## config.mk

```make
export PLATFORM = sky130hd
export DESIGN_NAME = two_stage_divider_search
export DESIGN_NICKNAME = d
export VERILOG_FILES = /design/src/hw/rtl/tsds_pkg.sv /design/src/hw/rtl/two_stage_divider_search.sv /design/src/hw/rtl/tsds_datapath.sv /design/src/hw/rtl/tsds_ctrl.sv
export VERILOG_INCLUDE_DIRS = /design/src /design/src/hw/rtl
export SDC_FILE = /design/constraint.sdc
export NUM_CORES = 1
export LEC_CHECK = 0
export ABC_AREA = 1
export BUFFER_PORTS_ARGS = -buffer_cell sky130_fd_sc_hd__buf_2
export CELL_PAD_IN_SITES_DETAIL_PLACEMENT = 0
export CELL_PAD_IN_SITES_GLOBAL_PLACEMENT = 1
export CORE_ASPECT_RATIO = 1.4
export CORE_UTILIZATION = 30
export CTS_CLUSTER_DIAMETER = 120
export DETAILED_ROUTE_END_ITERATION = 8
export PLACE_DENSITY_LB_ADDON = 0.1
export SETUP_SLACK_MARGIN = 0.02
export SLEW_MARGIN = 15
export SYNTH_ARGS = -nofsm -noshare
export SYNTH_HDL_FRONTEND = slang
export SYNTH_SLANG_ARGS = --single-unit
```

## constraint.sdc

```tcl
create_clock -name clk -period 4.05 [get_ports clk]
set_clock_uncertainty 0.15 [all_clocks]
set_input_delay 0.81 -clock clk [delete_from_list [all_inputs] [get_ports clk]]
set_output_delay 0.81 -clock clk [all_outputs]
set_load 0.02 [all_outputs]
```

## src/hw/rtl/two_stage_divider_search_assert.svh

```systemverilog
// assertion macros shared by the two_stage_divider_search modules
`ifndef TWO_STAGE_DIVIDER_SEARCH_ASSERT_SVH
`define TWO_STAGE_DIVIDER_SEARCH_ASSERT_SVH

// same-cycle implication, held off during reset
`define TSDS_ASSERT_IMPL(label, ck, rs, cond, prop) \
  label: assert property (@(posedge ck) disable iff (rs) (cond) |-> (prop)) \
    else $error("same-cycle check failed");

// next-cycle implication, held off during reset
`define TSDS_ASSERT_NEXT(label, ck, rs, cond, prop) \
  label: assert property (@(posedge ck) disable iff (rs) (cond) |=> (prop)) \
    else $error("next-cycle check failed");

`endif

```

## src/hw/rtl/tsds_pkg.sv

```systemverilog
// shared constants and controller/datapath interface types
`default_nettype none

package tsds_pkg;

  localparam int RATIO_W       = 32;
  localparam int DIV_W         = 16;
  localparam int DIV_CNT_W     = $clog2(RATIO_W);
  localparam int DIVIDER_LIMIT = 65000;
  localparam int SEARCH_FLOOR  = 1000;
  localparam int LOW_FIXED     = 2;

  localparam logic [RATIO_W-1:0]   TIMER_CLOCK_RESET = 32'd1193182;
  localparam logic [RATIO_W-1:0]   LIMIT_RATIO       = RATIO_W'(DIVIDER_LIMIT);
  localparam logic [DIV_W-1:0]     LIMIT_DIV         = DIV_W'(DIVIDER_LIMIT);
  localparam logic [DIV_W-1:0]     FLOOR_DIV         = DIV_W'(SEARCH_FLOOR);
  localparam logic [DIV_W-1:0]     LAST_CAND         = DIV_W'(SEARCH_FLOOR + 1);
  localparam logic [DIV_CNT_W-1:0] WIDE_LAST         = DIV_CNT_W'(RATIO_W - 1);
  localparam logic [DIV_CNT_W-1:0] NARROW_LAST       = DIV_CNT_W'(RATIO_W / 2 - 1);

  typedef struct packed {
    logic start_ratio;
    logic div_step;
    logic search_init;
    logic search_next;
    logic eval;
    logic set_err;
    logic set_direct;
    logic set_search;
    logic load_out;
  } tsds_cmd_t;

  typedef struct packed {
    logic freq_zero;
    logic div_last;
    logic big_ratio;
    logic range_empty;
    logic cand_last;
  } tsds_stat_t;

endpackage

`default_nettype wire

```

## src/hw/rtl/two_stage_divider_search.sv

```systemverilog
// Two-stage divider search: splits timer_clock / requested_freq into two 16-bit dividers.
// Input channel: in_valid/in_ready with requested_freq; one transfer per request.
// Output channel: out_valid/out_ready with high_divider, low_divider, status (1 = error).
// Config: cfg_we/cfg_wdata write timer_clock; write it only while no request is in flight.
// The ratio comes from a shift-subtract divider, which a zero rate skips; a ratio up to
// the divider limit goes straight to the result once the division ends.
// Larger ratios run a candidate search: each candidate costs a 2-bit-per-cycle
// remainder on the shared divider plus one compare, and the search tries
// start - 1000 candidates, from start down to 1001.
// One request is worked on at a time; in_ready is high only while the engine is idle.
// A finished result sits in an output register, so the next request is taken while
// the receiver stalls; that request's result then waits until the register is free.
// Reset (rst, synchronous) empties the engine and output and sets timer_clock to 1193182.
`default_nettype none

module two_stage_divider_search (
  input  wire logic                          clk,
  input  wire logic                          rst,
  input  wire logic                          cfg_we,
  input  wire logic [tsds_pkg::RATIO_W-1:0]  cfg_wdata,
  input  wire logic                          in_valid,
  output logic                               in_ready,
  input  wire logic [tsds_pkg::RATIO_W-1:0]  requested_freq,
  output logic                               out_valid,
  input  wire logic                          out_ready,
  output logic      [tsds_pkg::DIV_W-1:0]    high_divider,
  output logic      [tsds_pkg::DIV_W-1:0]    low_divider,
  output logic                               status
);

  tsds_pkg::tsds_cmd_t  cmd;
  tsds_pkg::tsds_stat_t stat;

  tsds_ctrl u_ctrl (
    .clk       (clk),
    .rst       (rst),
    .in_valid  (in_valid),
    .in_ready  (in_ready),
    .out_valid (out_valid),
    .out_ready (out_ready),
    .stat      (stat),
    .cmd       (cmd)
  );

  tsds_datapath u_datapath (
    .clk            (clk),
    .rst            (rst),
    .cfg_we         (cfg_we),
    .cfg_wdata      (cfg_wdata),
    .requested_freq (requested_freq),
    .cmd            (cmd),
    .stat           (stat),
    .high_divider   (high_divider),
    .low_divider    (low_divider),
    .status         (status)
  );

endmodule

`default_nettype wire

```

## src/hw/rtl/tsds_datapath.sv

```systemverilog
// datapath: timer clock register, iterative divider, search registers, result
`default_nettype none
`include "two_stage_divider_search_assert.svh"

module tsds_datapath (
  input  wire logic                           clk,
  input  wire logic                           rst,
  input  wire logic                           cfg_we,
  input  wire logic [tsds_pkg::RATIO_W-1:0]   cfg_wdata,
  input  wire logic [tsds_pkg::RATIO_W-1:0]   requested_freq,
  input  wire tsds_pkg::tsds_cmd_t            cmd,
  output tsds_pkg::tsds_stat_t                stat,
  output logic      [tsds_pkg::DIV_W-1:0]     high_divider,
  output logic      [tsds_pkg::DIV_W-1:0]     low_divider,
  output logic                                status
);

  logic [tsds_pkg::RATIO_W-1:0]   timer_clock;
  logic [tsds_pkg::RATIO_W-1:0]   div_rem;
  logic [tsds_pkg::RATIO_W-1:0]   div_quo;
  logic [tsds_pkg::RATIO_W-1:0]   div_den;
  logic [tsds_pkg::DIV_CNT_W-1:0] div_cnt;
  logic                           div_wide;
  logic [tsds_pkg::RATIO_W-1:0]   ratio;
  logic [tsds_pkg::DIV_W-1:0]     cand;
  logic [tsds_pkg::DIV_W-1:0]     best_div;
  logic [tsds_pkg::DIV_W-1:0]     best_rem;
  logic [tsds_pkg::RATIO_W-1:0]   best_quo;
  logic [tsds_pkg::DIV_W-1:0]     res_hi;
  logic [tsds_pkg::DIV_W-1:0]     res_lo;
  logic                           res_st;

  // one restoring step over the full width
  logic [tsds_pkg::RATIO_W:0]     wide_part;
  logic [tsds_pkg::RATIO_W:0]     wide_diff;
  logic                           wide_ge;
  logic [tsds_pkg::RATIO_W-1:0]   wide_rem;

  // two restoring steps on a 16-bit divisor
  logic [tsds_pkg::DIV_W:0]       n1_part;
  logic [tsds_pkg::DIV_W:0]       n1_diff;
  logic                           n1_ge;
  logic [tsds_pkg::DIV_W-1:0]     n1_rem;
  logic [tsds_pkg::DIV_W:0]       n2_part;
  logic [tsds_pkg::DIV_W:0]       n2_diff;
  logic                           n2_ge;
  logic [tsds_pkg::DIV_W-1:0]     n2_rem;

  logic [tsds_pkg::RATIO_W-2:0]   half;
  logic [tsds_pkg::DIV_W-1:0]     start;
  logic [tsds_pkg::DIV_W-1:0]     cand_minus;
  logic                           search_bad;

  always_comb begin
    wide_part = {div_rem, div_quo[tsds_pkg::RATIO_W-1]};
    wide_diff = wide_part - {1'b0, div_den};
    wide_ge   = (wide_part >= {1'b0, div_den});
    wide_rem  = wide_ge ? wide_diff[tsds_pkg::RATIO_W-1:0]
                        : wide_part[tsds_pkg::RATIO_W-1:0];

    n1_part = {div_rem[tsds_pkg::DIV_W-1:0], div_quo[tsds_pkg::RATIO_W-1]};
    n1_diff = n1_part - {1'b0, div_den[tsds_pkg::DIV_W-1:0]};
    n1_ge   = (n1_part >= {1'b0, div_den[tsds_pkg::DIV_W-1:0]});
    n1_rem  = n1_ge ? n1_diff[tsds_pkg::DIV_W-1:0] : n1_part[tsds_pkg::DIV_W-1:0];
    n2_part = {n1_rem, div_quo[tsds_pkg::RATIO_W-2]};
    n2_diff = n2_part - {1'b0, div_den[tsds_pkg::DIV_W-1:0]};
    n2_ge   = (n2_part >= {1'b0, div_den[tsds_pkg::DIV_W-1:0]});
    n2_rem  = n2_ge ? n2_diff[tsds_pkg::DIV_W-1:0] : n2_part[tsds_pkg::DIV_W-1:0];

    half       = div_quo[tsds_pkg::RATIO_W-1:1];
    start      = (half > tsds_pkg::LIMIT_RATIO[tsds_pkg::RATIO_W-2:0])
                 ? tsds_pkg::LIMIT_DIV : half[tsds_pkg::DIV_W-1:0];
    cand_minus = cand - tsds_pkg::DIV_W'(1);
    search_bad = (best_div == '0) || (best_quo == '0)
                 || (best_quo[tsds_pkg::RATIO_W-1:tsds_pkg::DIV_W] != '0);

    stat.freq_zero   = (requested_freq == '0);
    stat.div_last    = div_wide ? (div_cnt == tsds_pkg::WIDE_LAST)
                                : (div_cnt == tsds_pkg::NARROW_LAST);
    stat.big_ratio   = (div_quo > tsds_pkg::LIMIT_RATIO);
    stat.range_empty = (start <= tsds_pkg::FLOOR_DIV);
    stat.cand_last   = (cand == tsds_pkg::LAST_CAND);
  end

  always_ff @(posedge clk) begin
    if (rst) begin
      timer_clock <= tsds_pkg::TIMER_CLOCK_RESET;
    end else if (cfg_we) begin
      timer_clock <= cfg_wdata;
    end
  end

  always_ff @(posedge clk) begin
    if (rst) begin
      div_rem      <= '0;
      div_quo      <= '0;
      div_den      <= '0;
      div_cnt      <= '0;
      div_wide     <= 1'b0;
      ratio        <= '0;
      cand         <= '0;
      best_div     <= '0;
      best_rem     <= '1;
      best_quo     <= '0;
      res_hi       <= '0;
      res_lo       <= '0;
      res_st       <= 1'b0;
      high_divider <= '0;
      low_divider  <= '0;
      status       <= 1'b0;
    end else begin
      if (cmd.start_ratio) begin
        div_rem  <= '0;
        div_quo  <= timer_clock;
        div_den  <= requested_freq;
        div_cnt  <= '0;
        div_wide <= 1'b1;
      end
      if (cmd.div_step) begin
        div_cnt <= div_cnt + tsds_pkg::DIV_CNT_W'(1);
        if (div_wide) begin
          div_rem <= wide_rem;
          div_quo <= {div_quo[tsds_pkg::RATIO_W-2:0], wide_ge};
        end else begin
          div_rem <= {{(tsds_pkg::RATIO_W-tsds_pkg::DIV_W){1'b0}}, n2_rem};
          div_quo <= {div_quo[tsds_pkg::RATIO_W-3:0], n1_ge, n2_ge};
        end
      end
      if (cmd.search_init) begin
        ratio    <= div_quo;
        cand     <= start;
        best_rem <= '1;
        best_div <= '0;
        best_quo <= '0;
        div_rem  <= '0;
        div_quo  <= div_quo;
        div_den  <= {{(tsds_pkg::RATIO_W-tsds_pkg::DIV_W){1'b0}}, start};
        div_cnt  <= '0;
        div_wide <= 1'b0;
      end
      // keep the first candidate with a strictly smaller remainder
      if (cmd.eval && (div_rem[tsds_pkg::DIV_W-1:0] < best_rem)) begin
        best_rem <= div_rem[tsds_pkg::DIV_W-1:0];
        best_div <= cand;
        best_quo <= div_quo;
      end
      if (cmd.search_next) begin
        cand     <= cand_minus;
        div_rem  <= '0;
        div_quo  <= ratio;
        div_den  <= {{(tsds_pkg::RATIO_W-tsds_pkg::DIV_W){1'b0}}, cand_minus};
        div_cnt  <= '0;
        div_wide <= 1'b0;
      end
      if (cmd.set_err) begin
        res_hi <= '0;
        res_lo <= '0;
        res_st <= 1'b1;
      end
      if (cmd.set_direct) begin
        ratio <= div_quo;
        if (div_quo[tsds_pkg::DIV_W:1] == '0) begin
          res_hi <= '0;
          res_lo <= '0;
          res_st <= 1'b1;
        end else begin
          res_hi <= div_quo[tsds_pkg::DIV_W:1];
          res_lo <= tsds_pkg::DIV_W'(tsds_pkg::LOW_FIXED);
          res_st <= 1'b0;
        end
      end
      if (cmd.set_search) begin
        res_hi <= search_bad ? '0 : best_div;
        res_lo <= search_bad ? '0 : best_quo[tsds_pkg::DIV_W-1:0];
        res_st <= search_bad;
      end
      if (cmd.load_out) begin
        high_divider <= res_hi;
        low_divider  <= res_lo;
        status       <= res_st;
      end
    end
  end

  `TSDS_ASSERT_IMPL(a_rem_below_cand, clk, rst, cmd.eval, div_rem[tsds_pkg::DIV_W-1:0] < cand)
  `TSDS_ASSERT_IMPL(a_search_on_big_ratio, clk, rst, cmd.search_init, div_quo > tsds_pkg::LIMIT_RATIO)

endmodule

`default_nettype wire

```

## src/hw/rtl/tsds_ctrl.sv

```systemverilog
// controller: sequences the ratio division, the candidate search and the result transfer
`default_nettype none
`include "two_stage_divider_search_assert.svh"

module tsds_ctrl (
  input  wire logic                 clk,
  input  wire logic                 rst,
  input  wire logic                 in_valid,
  output logic                      in_ready,
  output logic                      out_valid,
  input  wire logic                 out_ready,
  input  wire tsds_pkg::tsds_stat_t stat,
  output tsds_pkg::tsds_cmd_t       cmd
);

  typedef enum logic [2:0] {
    IDLE,
    RATIO,
    CHECK,
    SEARCH,
    EVAL,
    RESOLVE,
    FINISH
  } state_t;

  state_t state;

  assign in_ready = (state == IDLE);

  always_comb begin
    cmd = '0;
    case (state)
      IDLE: begin
        if (in_valid) begin
          if (stat.freq_zero) begin
            cmd.set_err = 1'b1;
          end else begin
            cmd.start_ratio = 1'b1;
          end
        end
      end
      RATIO:  cmd.div_step = 1'b1;
      CHECK: begin
        if (!stat.big_ratio) begin
          cmd.set_direct = 1'b1;
        end else if (stat.range_empty) begin
          cmd.set_err = 1'b1;
        end else begin
          cmd.search_init = 1'b1;
        end
      end
      SEARCH: cmd.div_step = 1'b1;
      EVAL: begin
        cmd.eval        = 1'b1;
        cmd.search_next = !stat.cand_last;
      end
      RESOLVE: cmd.set_search = 1'b1;
      FINISH:  cmd.load_out = !out_valid || out_ready;
      default: cmd = '0;
    endcase
  end

  always_ff @(posedge clk) begin
    if (rst) begin
      state     <= IDLE;
      out_valid <= 1'b0;
    end else begin
      if (cmd.load_out) begin
        out_valid <= 1'b1;
      end else if (out_ready) begin
        out_valid <= 1'b0;
      end
      case (state)
        IDLE: begin
          if (in_valid) begin
            state <= stat.freq_zero ? FINISH : RATIO;
          end
        end
        RATIO: begin
          if (stat.div_last) begin
            state <= CHECK;
          end
        end
        CHECK: begin
          state <= (stat.big_ratio && !stat.range_empty) ? SEARCH : FINISH;
        end
        SEARCH: begin
          if (stat.div_last) begin
            state <= EVAL;
          end
        end
        EVAL:    state <= stat.cand_last ? RESOLVE : SEARCH;
        RESOLVE: state <= FINISH;
        FINISH: begin
          if (cmd.load_out) begin
            state <= IDLE;
          end
        end
        default: state <= IDLE;
      endcase
    end
  end

  `TSDS_ASSERT_IMPL(a_no_overwrite, clk, rst, cmd.load_out, !out_valid || out_ready)
  `TSDS_ASSERT_NEXT(a_accept_leaves_idle, clk, rst, in_valid && in_ready, !in_ready)
  `TSDS_ASSERT_NEXT(a_load_sets_valid, clk, rst, cmd.load_out, out_valid)

endmodule

`default_nettype wire

```

==> results of run 1 <==
[final cells by class]
class	count	area [um^2]
Sequential cell	316	6330
Multi-Input combinational cell	1821	9830
Fill cell	6111	35400
Timing Repair Buffer	247	1670
Tap cell	735	920
Inverter	227	865
Clock inverter	9	129
Clock buffer	59	1150
[metal layers]
metal  global-route usage (%)  share of wire (%)  vias to the layer above  wire, um
met5                        0                  0                        -         0
met3                     2.42                2.7                      131      1830
li1                         -                  -                     8647         -
met4                     11.5                4.9                        0      3270
met2                     43.5                 53                      338     36000
met1                     25.3                 39                     8146     26300
[cell families after synthesis]
group,share of synthesized area [%]
xor+xnor,2.21
compound gates,19.9
flops,37.1
fa+ha+maj,5.07
buf+inv,8.49
simple gates,27.2
[per-stage QoR]
step / cell area, um^2 / total power (uW) / setup WS [ps]
4_1_cts: 20400 / 19100 / 15.0
3_5_place_dp: 19000 / 15200 / -63.9
6_report: 20900 / 20000 / 231
2_1_floorplan: 17100 / 10600 / 357
3_3_place_gp: 19000 / 15300 / -62.5
5_1_grt: 20900 / 21500 / -18.3
[worst max-delay path: stages, from the launching register on]
cell and delay [ps]:
dfxtp_1 430, ha_4 250, nand2_2 110, inv_1 50
nand2_1 60, nand2_1 80, a21oi_2 120, nand2_2 80
nand2_2 70, nand2_2 80, or2_2 280, o21ai_1 110
buf_4 140, inv_1 70, ha_4 240, a21oi_2 180
o21ai_1 100, a21oi_2 150, nand2_2 100, nand2_2 100
nand4_4 200, buf_4 210, nand2_1 60, nand3_1 80
nand3_1 90, a21oi_1 80
[flip-flops by register name, summed over array words and instances, names as in the netlist, 16 cells and up]
| signal | count |
|---|---|
| u_datapath.high_divider | 16 |
| u_datapath.cand | 16 |
| u_datapath.res_hi | 16 |
| u_datapath.low_divider | 16 |
| u_datapath.div_quo | 32 |
| u_datapath.best_rem | 16 |
| u_datapath.div_rem | 32 |
| u_datapath.best_div | 16 |
| u_datapath.timer_clock | 32 |
| u_datapath.res_lo | 16 |
| u_datapath.best_quo | 32 |
| u_datapath.div_den | 32 |
| u_datapath.ratio | 32 |
[repair_timing]
action,4_1_cts,5_1_grt
endpoints found under the setup margin,15,17
gates resized for setup,15,92
hold endpoints to repair,0,0
pin swaps,1,14
setup buffers,0,4
gates cloned,0,1
[cells in the final DEF, fill, tap and decap left out, types with 10 or more instances in the layout]
master	instances
buf_4	138
inv_2	18
nand2_1	605
a31oi_1	39
nand2_2	33
o221ai_1	30
nor4_1	22
nor2_1	204
nand4_1	23
o22ai_1	17
dfxtp_1	310
ha_1	39
o211ai_1	17
a21oi_1	257
inv_1	203
buf_2	102
clkbuf_1	10
a21oi_2	11
clkbuf_16	40
ha_4	27
nor3_1	14
nand3_1	155
clkbuf_8	10
xor2_1	28
o21ai_0	192
a32oi_1	10
[cell usage after synthesis (4+ instances only)]
master | n | area share, %
a31oi_1 | 39 | 1.4
o21ai_0 | 196 | 5.7
clkbuf_1 | 79 | 1.7
nand2_2 | 18 | 0.66
o22ai_1 | 17 | 0.62
nor2_2 | 4 | 0.15
nor4_1 | 22 | 0.81
o221ai_1 | 30 | 1.5
o31ai_1 | 4 | 0.18
nand3_1 | 158 | 4.6
nor2_1 | 207 | 4.6
dfxtp_1 | 316 | 37
buf_1 | 7 | 0.15
or2_2 | 5 | 0.18
ha_1 | 66 | 4.8
inv_1 | 220 | 4.8
and2_1 | 4 | 0.15
xnor2_1 | 9 | 0.46
o21bai_1 | 6 | 0.26
buf_4 | 9 | 0.40
o21a_1 | 8 | 0.35
or2_1 | 6 | 0.22
o21ai_1 | 5 | 0.15
inv_2 | 5 | 0.11
buf_2 | 30 | 0.88
nand4_1 | 23 | 0.84
a21oi_1 | 265 | 7.8
nor3_1 | 17 | 0.50
xor2_1 | 34 | 1.7
a32oi_1 | 10 | 0.51
nand2_1 | 620 | 14
o211ai_1 | 17 | 0.75
[power groups by stage]
stage / combinational, uW / sequential (uW) / clock [uW]
floorplan: 6630 / 3940 / 0
global placement: 11100 / 4140 / 0
detailed placement: 11100 / 4150 / 0
CTS: 11300 / 4090 / 3690
global route: 13500 / 4170 / 3800
finish: 12400 / 4120 / 3570
[worst max path at each step]
stage | slack [ps] | depth (start not counted) | to
final | 230 | 25 | u_datapath.div_rem[14]
after global routing | -20 | 29 | u_datapath.div_rem[14]
after CTS | 10 | 25 | u_datapath.div_rem[11]
after detailed placement | -60 | 25 | u_datapath.div_rem[11]
after global placement | -60 | 21 | u_datapath.div_rem[11]
after floorplan | 360 | 26 | u_datapath.div_rem[12]
==> out/metrics.cfg, run 1 <==
[power]
intPower_uw=10500
power.share.clock_pct=17.8
power_density_mw_per_mm2=959
vdd_drop_max_mv=0.546
seqPwrFrac_pct=20.5
p_switching_uw=9570
p_comb_share_pct=61.6
sw_frac_of_total_pct=47.7
p_leak_uw=0.00899

[placement]
place.gp.congestion=0.896
hpwl_um=49900
dp_cells=3341
numPortBuffers=103

[setup_path]
crit_type=reg2reg
r2r_start=u_datapath.div_rem[10]
required_ps=4330
r2r_end=u_datapath.div_rem[14]
crit_arrival_ps=4100
start_kind=flip-flop
r2r_slack_ps=230
path_max_fanout=5
endpoint_kind=flip-flop
rr_worst_depth=25
crit_path_start=u_datapath.div_rem[10]

[grt]
grt_max_degree=83
first_global_vias=17300
overflow=0
antenna_found_initial=0
grt_use_total_pct=23.1
grt_pass1_wl_um=103000

[die]
fp.dieArea_mm2=0.0579
rows=103
num_io_pins=104
die_height_um=284
initial_utilization_pct=30.3
core_mm2=0.0563
die_x_um=204

[synthesis]
async_flop_share_pct=0
avgSynthCellArea_um2=6.84
synth_area_mm2=0.0171
ys_ff_latch=316
syn_inst=2494
synth-main-ff-cell=dfxtp_1
synthDistinctLibCells=54
syn-num-nets=2631
synth_edf_count=0
synth_seq_area_share_pct=37.1
synth_warnings=0

[routing]
drt_first_iter_violations=984
drtAntennaViolNets=0
via_per_inst=5.06
drc_errors=0
wire_per_inst_um=19.7
dr.pass1.iters=5
drt_wl_total_um=67400
vias=17300

[hold_path]
holdPathEnd=u_datapath.res_hi[4]
worstHoldPathType=reg2reg
worstHoldPathCells=2
hp-start=u_datapath.res_hi[4]

[clocking]
cts-htree-levels=2
cts_buffers=38
cts_tree=built
root_buffer=clkbuf_16
clock_latency_ps=580
clk_pin_slew_ps=60
cts_buffer_depth=3
ctsHoldBuffers=0
cts_sinks=316

[final_layout]
stdcell_count=3414
layout.nets=2788
drive_above_1_share_pct=16.5
diodes=0
syn_to_final_growth_pct=22.4
postLayoutCoreUtil_pct=37.1

[sta]
clock.fmax_ghz=0.262
post-route-min-period_ps=3820
tns_ps=0
maxSlewHeadroom_pct=28.2
period_share_pct=94.3
tightestPinTransition_ps=1070
hold_viol=0
slew_viol_final=0
hold_slack_ps=308
setup_viol=0

[job]
drv_cap=0

[outcome]
status=finished clean

Note: power is estimated with default switching activity, not from simulation.
==> run 2, diff against run 1 <==
--- a/config.mk
+++ b/config.mk
@@ -11,10 +11,11 @@
 export CELL_PAD_IN_SITES_DETAIL_PLACEMENT = 0
 export CELL_PAD_IN_SITES_GLOBAL_PLACEMENT = 1
 export CORE_ASPECT_RATIO = 1.4
+export CORE_MARGIN = 5
 export CORE_UTILIZATION = 30
 export CTS_CLUSTER_DIAMETER = 120
 export DETAILED_ROUTE_END_ITERATION = 8
-export PLACE_DENSITY_LB_ADDON = 0.1
+export PLACE_DENSITY = 0.55
 export SETUP_SLACK_MARGIN = 0.02
 export SLEW_MARGIN = 15
 export SYNTH_ARGS = -nofsm -noshare
==> run 2 against run 1 <==
Routed wire length rose by 0.97%. Critical path depth fell by 5. Sequential cell count did not move. Sequential power fell by 1%. Critical path type unchanged. Largest cell class unchanged. Largest power group unchanged.
==> out/metrics.cfg, run 2 (synthesized netlist as in run 1, its figures left out) <==
[placement]
numPortBuffers=103  ; unchanged
placed_cell_area_mm2=0.0191  ; +0.76%
place.gp.congestion=0.867  ; -3.3%
hpwl_um=50800  ; +1.7%
place_ws_ps=-149  ; -85.0 ps

[sta]
grt_setup_unrepaired=false
period_share_pct=94.3  ; about the same
tightestPinTransition_ps=1120  ; +46.0 ps
clock.fmax_ghz=0.262  ; about the same
finalWorstSetupSlack_ps=231  ; +0.0410 ps
maxSlewHeadroom_pct=25.5  ; -2.7 points
hold_viol=0  ; unchanged
post-route-min-period_ps=3820  ; -0.0410 ps
setup_viol=0  ; unchanged
slew_viol_final=0  ; unchanged

[routing]
wire_per_inst_um=19.8  ; +0.26%
drt_first_iter_violations=1025  ; +4.2%
top_layer_used=met4
vias=17300  ; +0.34%
m1WireLength_um=26200  ; -0.41%
dr.pass1.iters=5  ; unchanged
drc_errors=0  ; unchanged
wl_met3_um=2190  ; +20%
via_per_inst=5.04  ; -0.36%
drt_wl_total_um=68000  ; +0.97%
wl_met2_um=36500  ; +1.5%
drtAntennaViolNets=0  ; unchanged

[clocking]
ctsHoldBuffers=0  ; unchanged
clock_latency_ps=570  ; about the same
clk_pin_slew_ps=60  ; about the same
cts_sinks=316  ; unchanged
cts_buffers=39  ; +2.6%
root_buffer=clkbuf_16
cts_tree=built
cts_buffer_depth=3  ; unchanged
cts-htree-levels=2  ; unchanged

[hold_path]
worstHoldPathType=in2reg
worstHoldPathCells=3  ; +1

[grt]
overflow=0  ; unchanged
antenna_found_initial=1  ; +1
first_global_vias=17100  ; -1.2%
grt_use_total_pct=21.1  ; -2.0 points
grt_max_degree=77  ; -7.2%
grt_pass1_wl_um=102000  ; -0.83%

[setup_path]
rr_worst_depth=20  ; -20%
required_ps=4300  ; -30 ps
start_kind=flip-flop
path_max_fanout=5  ; unchanged
endpoint_kind=flip-flop
crit_arrival_ps=4070  ; -30 ps
crit_type=reg2reg

[die]
core_mm2=0.0564  ; +0.23%
die_height_um=292  ; +2.8%
die_x_um=212  ; +3.9%
initial_utilization_pct=30.2  ; -0.069 points
fp.dieArea_mm2=0.0618  ; +6.9%
rows=103  ; unchanged
num_io_pins=104  ; unchanged

[final_layout]
syn_to_final_growth_pct=23.1
design_area_mm2=0.0210  ; +0.53%
layout_common_cells=nand2_1 (601), dfxtp_1 (313), a21oi_1 (255), inv_1 (206), nor2_1 (203)
layout_commonest_cell=nand2_1
layout.nets=2808  ; +0.72%
drive_above_1_share_pct=17.2  ; +0.67 points

[power]
power_density_mw_per_mm2=953  ; -0.63%
p_leak_uw=0.00909  ; +1.2%
p_total_uw=20000  ; -0.11%
vdd_drop_max_mv=0.667  ; +22%

[job]
drv_cap=0  ; unchanged

[outcome]
status=finished clean

==> run 2: final cells by class <==
class                   instances  area (um^2)
diodes                          1         2.50
clock buffers                  55         1150
clock inverters                17          166
fillers                      6166        35400
inverters                     227          862
multi-input cells            1821         9760
flip-flops and latches        316         6330
well taps                     735          920
repair buffers                266         1810
==> run 2: what timing repair did <==
item,CTS,global route
gates resized for setup,15,81
buffers inserted,1,7
pin swaps,1,16
setup endpoints to repair,17,17
==> run 2: where the power goes <==
| part | internal (uW) | switching, uW |
|---|---|---|
| Clock | 2120 | 1490 |
| Combinational | 4820 | 7520 |
| Sequential | 3600 | 475 |
| Total | 10500 | 9490 |
==> run 2: through the flow <==
stage                     util [%]  hold slack (ps)  setup TNS, ps  cells
final                         37.2              305              0   3438
after global routing          37.2              304              0   3438
after floorplan                  -              279              0   2494
after detailed placement      33.9              294          -1440   3357
after CTS                     36.4              276              0   3430
after global placement        33.9              296           -568   3357
==> run 2: final timing paths <==
| check | start | to | slack (ps) |
|---|---|---|---|
| worst min register to register | u_datapath.timer_clock[6] | u_datapath.timer_clock[6] | 310 |
| worst max-delay path | u_datapath.div_rem[2] | u_datapath.div_rem[8] | 230 |
| worst min-delay path | cfg_wdata[20] | u_datapath.timer_clock[20] | 300 |
| worst max register to register | u_datapath.div_rem[2] | u_datapath.div_rem[8] | 230 |
==> run 2: worst max-delay path: stages (launching register included) <==
cell and delay (ps):
dfxtp_1 410, ha_4 230, buf_4 140, or2_2 280
and2_2 250, a21oi_4 190, xnor2_1 170, nand2_1 100
nand2_2 120, ha_2 330, nand2_1 110, nor2_2 50
and2_1 130, and3_2 210, nor2_4 120, nand4_4 170
buf_4 200, nand2_1 50, nand3_1 80, nand3_1 90
a21oi_1 70
==> run 2: routing by layer <==
| metal | vias up | global-route usage (%) |
|---|---|---|
| met2 | 368 | 40.1 |
| met5 | - | 0 |
| met1 | 8131 | 23.3 |
| li1 | 8697 | - |
| met4 | 0 | 9.10 |
| met3 | 125 | 2.54 |
==> run 3, diff against run 2 <==
--- a/config.mk
+++ b/config.mk
@@ -20,4 +20,5 @@
 export SLEW_MARGIN = 15
 export SYNTH_ARGS = -nofsm -noshare
 export SYNTH_HDL_FRONTEND = slang
+export SYNTH_HIERARCHICAL = 1
 export SYNTH_SLANG_ARGS = --single-unit
==> run 3 against run 2 <==
Count of clock-buffer cells in the layout down 2. Combinational power is 9.8% higher. Largest cell class unchanged. Sequential power about the same. Design area is 0.33% lower. Global-route usage fell by 0.59 points. First-iteration DRC count fell by 18%. Synthesized area shrank 0.15%. Sequential share of layout area up 0.14 points. Worst setup slack worse by 86 ps.
==> out/metrics.cfg, run 3 <==
[final_layout]
multiInputGateArea_mm2=0.00959  ; -1.8%
stdcell_count=3408  ; -0.87%
nFillCells=6114  ; -0.84%
syn_to_final_growth_pct=22.8
layout_common_cells=nand2_1 (504), a21oi_1 (311), dfxtp_1 (307), nor2_1 (237), inv_1 (222)
design_area_mm2=0.0209  ; -0.33%
drive_above_1_share_pct=18.0  ; +0.75 points
layout.nets=2782  ; -0.93%
layout_commonest_cell=nand2_1
area.sequential_mm2=0.00634  ; +0.12%
postLayoutCoreUtil_pct=37.2  ; -0.039 points
diodes=0  ; -1

[routing]
via_per_inst=4.99  ; -0.89%
drt_wl_total_um=65400  ; -3.9%
vias=17000  ; -1.8%
wire_per_inst_um=19.2  ; -3.0%
drc_errors=0  ; unchanged
drt_first_iter_violations=841  ; -18%
dr.pass1.iters=5  ; unchanged
drtAntennaViolNets=0  ; unchanged

[hold_path]
hp-start=u_datapath/best_quo[22]
worstHoldPathCells=2  ; -1
worstHoldPathType=reg2reg
holdPathEnd=u_datapath/best_quo[22]

[setup_path]
crit_type=reg2reg
required_ps=4340  ; +40 ps
crit_arrival_ps=4190  ; +120 ps
cp_top_family=simple AND/OR/NAND/NOR gates
path_max_fanout=6  ; +1
cp_slowest_cell=dfxtp_2
r2r_start=u_datapath/div_den[7]
crit_buf_inv=8  ; +6
rr_worst_depth=29  ; +45%
slowest_delay_ps=330  ; -80 ps
endpoint_kind=flip-flop
start_kind=flip-flop
r2r_slack_ps=150  ; -90 ps
r2r_end=u_datapath/div_rem[14]
crit_top_cell=nand2_1

[sta]
grt_setup_unrepaired=false
clock.fmax_ghz=0.256  ; -2.2%
maxSlewHeadroom_pct=36.0  ; +10 points
setup_viol=0  ; unchanged
tightestPinTransition_ps=959  ; -157 ps
period_share_pct=96.4  ; +2.1 points
slew_viol_final=0  ; unchanged
hold_viol=0  ; unchanged
post-route-min-period_ps=3900  ; +85.7 ps

[clocking]
cts_sinks=316  ; unchanged
clk_pin_slew_ps=60  ; about the same
ctsHoldBuffers=0  ; unchanged
cts_tree=built
cts_buffer_depth=3  ; unchanged
root_buffer=clkbuf_16
clock_latency_ps=560  ; about the same
cts_buffers=37  ; -5.1%
cts-htree-levels=2  ; unchanged

[synthesis]
synth_edf_count=0  ; unchanged
synth-main-ff-cell=dfxtp_1
synth_warnings=6  ; +6
synth_area_leaders=dfxtp_1 (37%), nand2_1 (11%), a21oi_1 (9.3%)
yosysTopAreaCell=dfxtp_1
async_flop_share_pct=0  ; unchanged
syn_inst=2464  ; -1.2%
ys_ff_latch=316  ; unchanged
ys_top_cells_by_count=nand2_1 (514), a21oi_1 (318), dfxtp_1 (316)
synth_area_mm2=0.0170  ; -0.15%
avgSynthCellArea_um2=6.92  ; +1.1%
synth_seq_area_share_pct=37.1  ; +0.057 points
synth.most_common_cell=nand2_1
synthDistinctLibCells=53  ; -1.9%
yosysTopAreaCellShare_pct=37.1  ; +0.057 points
syn-num-nets=2601  ; -1.1%

[grt]
overflow=0  ; unchanged
antenna_found_initial=0  ; -1
grt_pass1_wl_um=100000  ; -2.0%
first_global_vias=16900  ; -0.87%
grt_max_degree=74  ; -3.9%
grt_use_total_pct=20.5  ; -0.59 points

[power]
power_density_mw_per_mm2=1010  ; +5.6%
vdd_drop_max_mv=0.480  ; -28%
p_leak_uw=0.00943  ; +3.7%

[die]
num_io_pins=104  ; unchanged
core_mm2=0.0563  ; -0.23%
rows=103  ; unchanged
die_height_um=292  ; about the same
fp.dieArea_mm2=0.0617  ; -0.15%
die_x_um=211  ; about the same
initial_utilization_pct=30.3  ; about the same

[outcome]
status=finished clean

[placement]
dp_cells=3332  ; -0.74%
placed_cell_area_mm2=0.0192  ; +0.12%
hpwl_um=50300  ; -1.1%
place.gp.congestion=0.865  ; -0.20%
numPortBuffers=103  ; unchanged

[job]
drv_cap=0  ; unchanged

==> run 3: changes by cell type after synthesis, moves of 13 or more <==
cell,previous run,this run
nor2_1,207,243
o22ai_1,17,30
a31oi_1,39,13
nand3_1,158,126
a21oi_1,265,318
clkbuf_1,79,93
inv_1,220,238
nand2_1,620,514
a221oi_1,0,18
==> run 3: cell type report <==
class / instances / share of cell area [%]
clock inverter: 14 / 0.968
multi-input combinational: 1767 / 45.8
inverter: 249 / 4.55
timing repair buffer: 274 / 8.97
tap: 735 / 4.39
clock buffer: 53 / 5.04
sequential: 316 / 30.3
==> run 3: timing repair <==
action                     CTS  global route
gates resized for setup     22            71
gates cloned                 1             0
setup endpoints to repair   17            17
pin swaps                    3            17
buffers inserted             2             6
==> run 3: layer usage <==
layer	vias up	part of all wire (%)	track usage (%)
li1	8622	-	-
met1	8022	40	23.9
met2	288	54	39.4
met3	85	3.3	2.32
met4	0	2.6	5.38
met5	-	0	0
==> run 3: where the power goes <==
| part | internal, uW | total [uW] | leakage [uW] | switching [uW] |
|---|---|---|---|---|
| clock | 2090 | 3510 | 0.000616 | 1420 |
| combinational | 5350 | 13500 | 0.00624 | 8100 |
| sequential | 3630 | 4100 | 0.00258 | 470 |
==> run 3: worst max-delay path by stage <==
stage / from / end / depth (start not counted)
after CTS: u_datapath/div_den[7] / u_datapath/div_rem[13] / 29
after detailed placement: u_datapath/div_den[7] / u_datapath/div_rem[13] / 26
after global routing: u_datapath/div_rem[7] / u_datapath/div_rem[14] / 25
after floorplan: u_datapath/div_rem[14] / u_datapath/div_rem[4] / 24
final: u_datapath/div_den[7] / u_datapath/div_rem[14] / 29
after global placement: u_datapath/div_den[15] / u_datapath/div_rem[13] / 24
==> run 3: logic make-up (layout without fill, tap and decap cells) <==
| family | count (synthesis) | after routing | share of synthesized area (%) |
|---|---|---|---|
| simple gates | 999 | 1000 | 25.1 |
| compound gates | 660 | 660 | 21.6 |
| buf+inv | 382 | 590 | 9.15 |
| flops | 316 | 316 | 37.1 |
| fa+ha+maj | 68 | 68 | 5.08 |
| xor+xnor | 39 | 39 | 2.00 |
==> run 3: metrics by stage <==
step | TNS [ps] | setup WS (ps) | power (uW) | hold WS (ps)
floorplan | 0 | 474 | 11800 | 276
global placement | -1910 | -329 | 16800 | 294
detailed placement | -2200 | -320 | 16700 | 295
CTS | 0 | 20.2 | 20600 | 297
global route | 0 | 1.70 | 22700 | 322
finish | 0 | 145 | 21100 | 310
==> run 3: worst register-to-register path, delay by kind of cell, from the launching register on <==
kind,cells,cell delay (ps)
flip-flops,1,330
buffers and inverters,8,810
AO/OA/AOI/OAI,3,480
XOR/XNOR,1,160
AND/OR/NAND/NOR,15,1360
adder cells (fa/ha/maj),2,500
